$ cat src/rtl/mse_pkg.sv
// Shared types and codes for the matrix square entry block.
// No dependencies; every other file imports this package.
package mse_pkg;

    // Widths fixed by the item fields
    localparam int IDX_W   = 4;
    localparam int SIZE_W  = 5;
    localparam int DATA_W  = 32;
    localparam int ENTRY_W = 8;

    typedef logic [IDX_W-1:0]          idx_t;
    typedef logic [SIZE_W-1:0]         size_t;
    typedef logic signed [DATA_W-1:0]  data_t;
    typedef logic [ENTRY_W-1:0]        entry_t;
    typedef logic                      mode_t;

    // Item modes
    localparam mode_t MODE_LOAD    = 1'b0;
    localparam mode_t MODE_COMPUTE = 1'b1;

    // Size register after reset
    localparam size_t SIZE_RESET = 5'd16;

    // Control from the sequencer to the multiply-accumulate unit
    typedef struct packed {
        logic clear;   // zero the accumulator
        logic load;    // operand pair valid this cycle
    } mac_ctrl_t;

    // Status back from the multiply-accumulate unit
    typedef struct packed {
        logic busy;    // a product still waits to be added
    } mac_stat_t;

endpackage

$ cat src/rtl/mse_mac.sv
// Shared multiply-accumulate unit: registered product, then 32-bit wrapping sum.
// Depends on mse_pkg.
module mse_mac (
    input  logic               clk,
    input  logic               rst_n,
    input  mse_pkg::mac_ctrl_t ctrl,
    input  mse_pkg::data_t     op_a,
    input  mse_pkg::data_t     op_b,
    output mse_pkg::data_t     acc,
    output mse_pkg::mac_stat_t stat
);
    import mse_pkg::*;

    logic [DATA_W-1:0]   prod_low;
    data_t               prod_reg;
    logic                prod_valid_reg;
    data_t               acc_reg;

    // Low half of the product is the same signed or unsigned
    assign prod_low = unsigned'(op_a) * unsigned'(op_b);

    // Register the product
    always_ff @(posedge clk)
    begin
        if (ctrl.load)
        begin
            prod_reg <= data_t'(prod_low);
        end
    end

    always_ff @(posedge clk or negedge rst_n)
    begin
        if (!rst_n)
        begin
            prod_valid_reg <= 1'b0;
        end
        else
        begin
            prod_valid_reg <= ctrl.load;
        end
    end

    // Clear or add the waiting product, wrapping at 32 bits
    always_ff @(posedge clk)
    begin
        if (ctrl.clear)
        begin
            acc_reg <= '0;
        end
        else if (prod_valid_reg)
        begin
            acc_reg <= acc_reg + prod_reg;
        end
    end

    assign acc       = acc_reg;
    assign stat.busy = prod_valid_reg;

endmodule

$ cat config.mk
export PLATFORM = sky130hd
export DESIGN_NAME = mse_mac
export DESIGN_NICKNAME = d
export VERILOG_FILES = /design/src/rtl/mse_pkg.sv /design/src/rtl/mse_mac.sv
export SDC_FILE = /design/constraint.sdc
export NUM_CORES = 1
export LEC_CHECK = 0
export ABC_AREA = 1
export BUFFER_PORTS_ARGS = -buffer_cell sky130_fd_sc_hd__buf_2
export CAP_MARGIN = 25
export CELL_PAD_IN_SITES_DETAIL_PLACEMENT = 0
export CELL_PAD_IN_SITES_GLOBAL_PLACEMENT = 1
export CORE_UTILIZATION = 40
export CTS_BUF_LIST = sky130_fd_sc_hd__clkbuf_16
export CTS_CLUSTER_DIAMETER = 100
export DETAILED_ROUTE_END_ITERATION = 10
export PLACE_DENSITY_LB_ADDON = 0.1
export SLEW_MARGIN = 30
export SYNTH_ARGS = -nofsm -noshare
export SYNTH_HDL_FRONTEND = slang
export SYNTH_SLANG_ARGS = --single-unit
$ cat constraint.sdc
create_clock -name clk -period 5.1 [get_ports clk]
set_clock_uncertainty 0.15 [all_clocks]
set_input_delay 0.765 -clock clk [delete_from_list [all_inputs] [get_ports clk]]
set_output_delay 0.765 -clock clk [all_outputs]
set_load 0.02 [all_outputs]
Yosys cells after proc, flatten, opt, wreduce, memory -nomap -nowiden --
Index checks and enable logic that the tools add are counted.
Storage, ports and cells: register bits 65, bits of input ports 68, output and inout bits 33
Cells by class: add/subtract/negate cells 1, $mul 1
Operators by type and width (count):
- 32-bit adder | 1
- 32-bit by 32-bit multiplier with 32-bit output | 1

Depth between registers and ports, before layout --
Gate-level depths: netlist of run 1.
depth after elaboration 1, gate-level depth with buffers 34, gate-level depth less buffers 33

Least setup slack after synthesis of run 1 --
No wires, ideal clock.
kind input to register, start input op_a[12], end register prod_reg[31] (data pin), setup time 252 ps, arrival 6626 ps, path slack -1928 ps, stages on the path 28, path buffers 2, path through clkbuf_1 clkbuf_1 nand2_1 fa_1 inv_1 fa_1 inv_1 fa_1 fa_1 inv_1 fa_1 inv_1 fa_1 fa_1 fa_1 inv_1 ha_1 nand4_1 nor2_1 nand4_1 nand3_1 nand2_1 o211ai_1 nand2_1 nand2_1 inv_1 nand2_1 nand2_1
On the way: longest elaborated chain between the ends 1
Ends and longest elaborated chain:
- from (decl) | line mse_mac.sv:7 | input mse_pkg::data_t op_a,
- 32-bit by 32-bit multiplier with 32-bit output | line mse_mac.sv:20 | assign prod_low = unsigned'(op_a) * unsigned'(op_b);
- net prod_low[31] | line mse_mac.sv:14 | logic [DATA_W-1:0] prod_low;
- to (signal assigned) | line mse_mac.sv:27 | prod_reg <= data_t'(prod_low);
- to (decl) | line mse_mac.sv:15 | data_t prod_reg;
The timed path passes the listed nets, and every way through them passes these cells. A chain may end at the register's enable or synchronous reset.

Final worst setup path of run 1 --
start input op_a[14], end register prod_reg[29] (data pin)
The elaborated chain is that of the path after synthesis.

==> results of run 1 <==
[layer usage]
layer,wire length (um),vias up
li1,-,8649
met1,28400,8725
met2,33900,356
met3,2480,100
met4,2570,0
met5,0,-
[synthesized netlist by cell type, drive strengths merged]
| master | instances |
|---|---|
| a21boi | 6 |
| nand3 | 71 |
| nor3 | 10 |
| a31o | 1 |
| a31oi | 6 |
| fa | 409 |
| dfrtp | 1 |
| nand3b | 9 |
| o211ai | 10 |
| inv | 823 |
| o21ai | 61 |
| o2111a | 1 |
| dfxtp | 32 |
| a21oi | 77 |
| buf | 34 |
| nand2 | 782 |
| clkbuf | 81 |
| a221oi | 1 |
| and3 | 2 |
| ha | 154 |
| nor4 | 4 |
| o221ai | 2 |
| nor2 | 111 |
| xor2 | 31 |
| o21bai | 8 |
| nand4 | 13 |
| xnor2 | 18 |
| a21o | 12 |
| o21a | 4 |
| edfxtp | 32 |
[repair_timing]
item                                    4_1_cts  5_1_grt
pin swaps                                   180       90
gates cloned                                  5        1
gates resized for setup                     318       90
buffers inserted                             37        9
endpoints found under the setup margin       24       25
[layout make-up]
class / count / area [um2] / share of cell area
clock buffer: 9 / 225 / 0.00851
tap: 680 / 851 / 0.0321
clock inverter: 7 / 53.8 / 0.00203
sequential: 65 / 1630 / 0.0615
multi-input combinational: 1803 / 16900 / 0.639
inverter: 823 / 3090 / 0.117
timing repair buffer: 404 / 3700 / 0.140
[worst max-delay path: stages]
cell,delay (ns)
buf_12,0.12
nand2_4,0.06
inv_2,0.03
fa_1,0.53
inv_1,0.05
fa_1,0.50
fa_2,0.47
fa_1,0.54
inv_2,0.04
fa_1,0.47
inv_1,0.05
fa_1,0.50
inv_2,0.05
fa_2,0.54
fa_2,0.45
ha_4,0.34
nand2_2,0.08
nor2_2,0.11
inv_1,0.07
nor3_2,0.21
nand3_1,0.16
nand3_2,0.15
a21oi_2,0.06
xor2_1,0.14
[stage by stage]
step / setup WS (ns) / setup TNS [ns] / hold WS [ns]
final: -1.47 / -26.94 / 0.0398
after global routing: -1.68 / -30.78 / 0.0293
after CTS: -1.46 / -26.69 / 0.0283
after detailed placement: -2.16 / -42.36 / 0.350
after global placement: -2.08 / -41.71 / 0.359
after floorplan: -1.64 / -26.61 / 0.319
[worst paths after layout]
check	start	to	depth (start not counted)
setup / recovery	op_a[14]	prod_reg[29]$_DFFE_PP_	24
hold / removal	rst_n	stat$_DFF_PN0_	1
setup reg to reg	acc[0]$_SDFFE_PP0P_	acc[24]$_SDFFE_PP0P_	13
hold reg to reg	acc[23]$_SDFFE_PP0P_	acc[23]$_SDFFE_PP0P_	2
max in group asynchronous	rst_n	stat$_DFF_PN0_	1
min in group clk	acc[23]$_SDFFE_PP0P_	acc[23]$_SDFFE_PP0P_	2
[cells by family after synthesis]
family,after synthesis
and+or+nand+nor,1002
DFF,65
adders and majority gates,563
AOI/OAI and AO/OA,189
buffers and inverters,938
xor gates and xnor gates,49
==> results.yml, run 1 <==
clock_network:
  cts_buffers: 9
  clock-root-buffer: "clkbuf_16"
  cts_tree: "built"
  cts.clk_slew.worst_paths_ns: 0.06
  cts_sinks: 65
  h-tree-depth: 3
  clockBufferDepth: 2
  clkLatencyLatePin_ns: 0.34
  holdBufCountCts: 0
setup_path:
  critical_path_arrival_ns: 6.51
  crit_path_end_kind: "register"
  r2r_setup_slack_ns: 2.26
  cp_max_fo: 6
  critPathRequiredTime_ns: 5.04
  crit_type: "in2reg"
  start_kind: "input pin"
sta:
  max_slew.worst_pin.slew_ns: 0.817
  fmax_mhz: 152
  finalCritPeriodShare: 1.29
  setup_slack_ns: -1.47
  max_slew_margin: 0.456
  hold_viol: 0
  drv_slew: 0
  rsz0062_at_grt: "yes"
  setup_viol: 23
  layout_min_cycle_time_ns: 6.57
detailed_routing:
  wl_per_cell_um: 17.8
  drc: 0
  vias_per_cell: 4.70
  ant_nets: 0
  first_pass_iters: 5
  drt_iter0_markers: 870
  vias: 17830
  wirelength_um: 67300
final_layout:
  mostFrequentLayoutCells: "769 x inv_1, 726 x nand2_1, 363 x fa_1"
  synthToLayoutAreaGrowth_pct: 27.1
  nets: 3737
  fill_cells: 5073
  num_antenna_cells: 0
  stdcell_area_mm2: 0.0265
  final_common_cell: "inv_1"
  post-route-util: 0.515
  layout-drive-gt1-share: 0.223
  finalNonFillerCells: 3791
job:
  maxCapViolCount: 0
yosys:
  netlist_area_mm2: 0.0208
  synth_seq_area_share: 0.0781
  yosys_warnings: 0
  synth-xor-area-share: 0.0206
  yosys.area.top_type: "fa_1"
  synth_compound_area_frac: 0.0542
  syn-num-nets: 3437
  ys_types: 45
  synthCells: 2806
  synth.top_cell.area_share: 0.393
  synth_top_family_by_area: "adder cells"
  synth-seq-cells: 65
  ys_top_cells_by_area: "fa_1 39%, inv_1 15%, nand2_1 14%"
  avgSynthCellArea_um2: 7.42
  synthAdderAreaFrac: 0.486
  yosys.area_share.simple: 0.190
  synthMuxAreaShare: 0
place:
  portBuffers: 100
  placed_area_mm2: 0.0242
  hpwl_um: 57300
  placed_cells: 3731
  place_congestion: 0.916
worst_hold_path:
  hp-class: "in2async"
floorplanning:
  start_util: 0.405
  fp-row-count: 83
  die_area_mm2: 0.0530
  core-area_mm2: 0.0514
  io_pins: 101
  die_height_um: 230
  dieWidth_um: 230
grt:
  grt_usage: 0.262
  grtUsageMet1: 0.328
  grt_overflow: 0
  met3_usage: 0.0247
  grt_pass1_vias: 19162
  busiest_layer: "met2"
  gr-usage-met2: 0.468
  grt_pass1_wl_um: 106000
  grt_max_degree: 34
  antenna_found_initial: 0
run_status:
  violations: "setup timing"
  outcome: "finished, violations left"
Power of run 1 is not shown: default switching activity piles up to over one toggle a cycle in this logic, so the estimate is an artifact.
==> inputs of run 2 (changes only) <==
ABC_AREA = not set   (was 1)
GPL_TIMING_DRIVEN = 0   (was not set)
==> run 2 against run 1 <==
The run still ends with setup timing left. Clock-buffer cell count is the same. Synthesized cell count shrank 25%. Cell area shrank 11%. Routed wire length shrank 4.2%. Sequential share of layout area grew 0.76 points. Via count shrank 17%. Global-route usage grew 0.73 points. Final cell count shrank 23%. Fmax shrank 9.0%. Non-clock buffer count shrank 139. Die area shrank 7.3%. Critical path depth shrank 2. Largest cell class unchanged.
==> results.yml, run 2 <==
run_status:
  outcome: "finished, violations left"
  violations: "setup timing"
setup_path:
  cp_max_fo: 11
  crit_path_end_kind: "register"
  critPathBufInv: 4
  start_kind: "input pin"
  crit_top_cell: "fa_1"
  cpMaxStageDelayCell: "fa_1"
  critPathRequiredTime_ns: 5.03
  r2r_setup_slack_ns: 1.89
  critical_path_arrival_ns: 7.15
  slowest_delay_ns: 0.54
  crit_type: "in2reg"
  crit_chain: "clkbuf_16, clkbuf_16, and2_1, fa_1, inv_1, fa_1, fa_2, fa_1, inv_1, fa_1, fa_1, fa_1, fa_1, ha_4, nand4_1, nor2_2, and2_0, a31o_2, o41a_1, a211o_1, a21oi_2, xnor2_1"
  cpLargestDelayFamily: "adder cells"
sta:
  max_slew_margin: 0.442
  fmax_mhz: 139
  setup_viol: 23
  hold_viol: 0
  finalCritPeriodShare: 1.42
  max_slew.worst_pin.slew_ns: 0.837
  layout_min_cycle_time_ns: 7.22
  rsz0062_at_grt: "yes"
  drv_slew: 0
  setup_slack_ns: -2.12
grt:
  grt_usage: 0.270
  grt_overflow: 0
  grt_pass1_vias: 15923
  antenna_found_initial: 1
  grt_max_degree: 34
  grt_pass1_wl_um: 98500
yosys:
  avgSynthCellArea_um2: 9.15
  synth_edf_count: 32
  synth.top_cell.area_share: 0.424
  synth_seq_area_share: 0.0843
  synthTopCellsByCount: "409 x fa_1, 405 x inv_1, 285 x nand2_1, 270 x and2_1, 154 x ha_1"
  syn-num-nets: 2740
  yosys_warnings: 0
  async_reset_ff_frac: 0.0154
  synth.most_common_cell: "fa_1"
  yosys.area.top_type: "fa_1"
  synth-seq-cells: 65
  ys_types: 66
  ys.flop_type: "edfxtp_1"
  synthCells: 2109
  ys_top_cells_by_area: "fa_1 42%, ha_1 10%, and2_1 8.8%"
  netlist_area_mm2: 0.0193
final_layout:
  stdcell_area_mm2: 0.0236
  mostFrequentLayoutCells: "385 x inv_1, 376 x fa_1, 280 x nand2_1"
  post-route-util: 0.495
  layout-drive-gt1-share: 0.185
  nets: 2919
  final_common_cell: "inv_1"
  synthToLayoutAreaGrowth_pct: 22.1
detailed_routing:
  wl_per_cell_um: 22.2
  vias_per_cell: 5.11
  drc: 0
  first_pass_iters: 5
  drt_iter0_markers: 776
  ant_nets: 0
  vias: 14856
  wirelength_um: 64500
place:
  hpwl_um: 52000
  portBuffers: 91
  placed_area_mm2: 0.0208
  place_congestion: 0.918
worst_hold_path:
  hp-class: "in2async"
floorplanning:
  start_util: 0.405
  die_area_mm2: 0.0491
  fp-row-count: 80
  dieWidth_um: 222
  core-area_mm2: 0.0476
  die_height_um: 222
  io_pins: 101
clock_network:
  clockBufferDepth: 2
  cts_sinks: 65
  cts_buffers: 9
  cts_tree: "built"
  clock-root-buffer: "clkbuf_16"
  clkLatencyLatePin_ns: 0.33
  cts.clk_slew.worst_paths_ns: 0.06
  h-tree-depth: 3
  holdBufCountCts: 0
job:
  maxCapViolCount: 0
[run 2: path summary, 6_finish.rpt]
check                                      start                      to  depth (start not counted)
min in group clk            acc[30]$_SDFFE_PP0P_    acc[30]$_SDFFE_PP0P_                          2
max                                      op_b[4]  prod_reg[30]$_DFFE_PP_                         22
min reg2reg                 acc[30]$_SDFFE_PP0P_    acc[30]$_SDFFE_PP0P_                          2
min                                        rst_n          stat$_DFF_PN0_                          1
max in group asynchronous                  rst_n          stat$_DFF_PN0_                          1
max reg2reg                prod_reg[6]$_DFFE_PP_    acc[31]$_SDFFE_PP0P_                         10
[run 2: logic make-up (layout without fill, tap and decap cells)]
kind of cell	after synthesis	count (layout)	synth area share
and+or+nand+nor	677	677	0.174
adders and majority gates	563	563	0.524
buffers and inverters	503	687	0.0978
AOI/OAI and AO/OA	178	178	0.0624
xor gates and xnor gates	106	106	0.0481
DFF	65	65	0.0843
muxes	17	17	0.00888
other	0	2	0
[run 2: layout make-up]
type                            instances  area, um2
Timing Repair Buffer                  173       1380
Clock buffer                            9        225
Fill cell                            4537      24100
Sequential cell                        65       1630
Clock inverter                          7       71.3
Multi-Input combinational cell       1541      16600
Antenna cell                            2       5.00
Buffer                                 92       1400
Inverter                              406       1520
Tap cell                              615        769
[run 2: stage by stage]
| stage | setup TNS [ns] | hold slack, ns | instances | setup slack [ns] |
|---|---|---|---|---|
| after floorplan | -31.34 | 0.319 | 2109 | -2.26 |
| after global placement | -60.71 | 0.333 | 2815 | -3.55 |
| after detailed placement | -61.10 | 0.337 | 2815 | -3.55 |
| after CTS | -33.12 | 0.0266 | 2894 | -2.09 |
| after global routing | -36.89 | 0.0293 | 2908 | -2.27 |
| final | -33.55 | 0.0433 | 2910 | -2.12 |
[run 2: what timing repair did]
item / 4_1_cts / 5_1_grt
buffers inserted: 70 / 13
resized for setup: 334 / 78
gates cloned: 2 / 1
pin swaps: 114 / 66
setup endpoints to repair: 26 / 24
[run 2: per-layer routing]
layer  part of all wire  up-vias  wire length (um)  track usage
li1                   -     6730                 -            -
met1               0.44     7659             28400        0.360
met2               0.48      390             30800        0.459
met3              0.047       77              3020       0.0277
met4              0.034        0              2190       0.0876
met5                  0        -                 0            0
Power of run 2 is left out for the same reason.
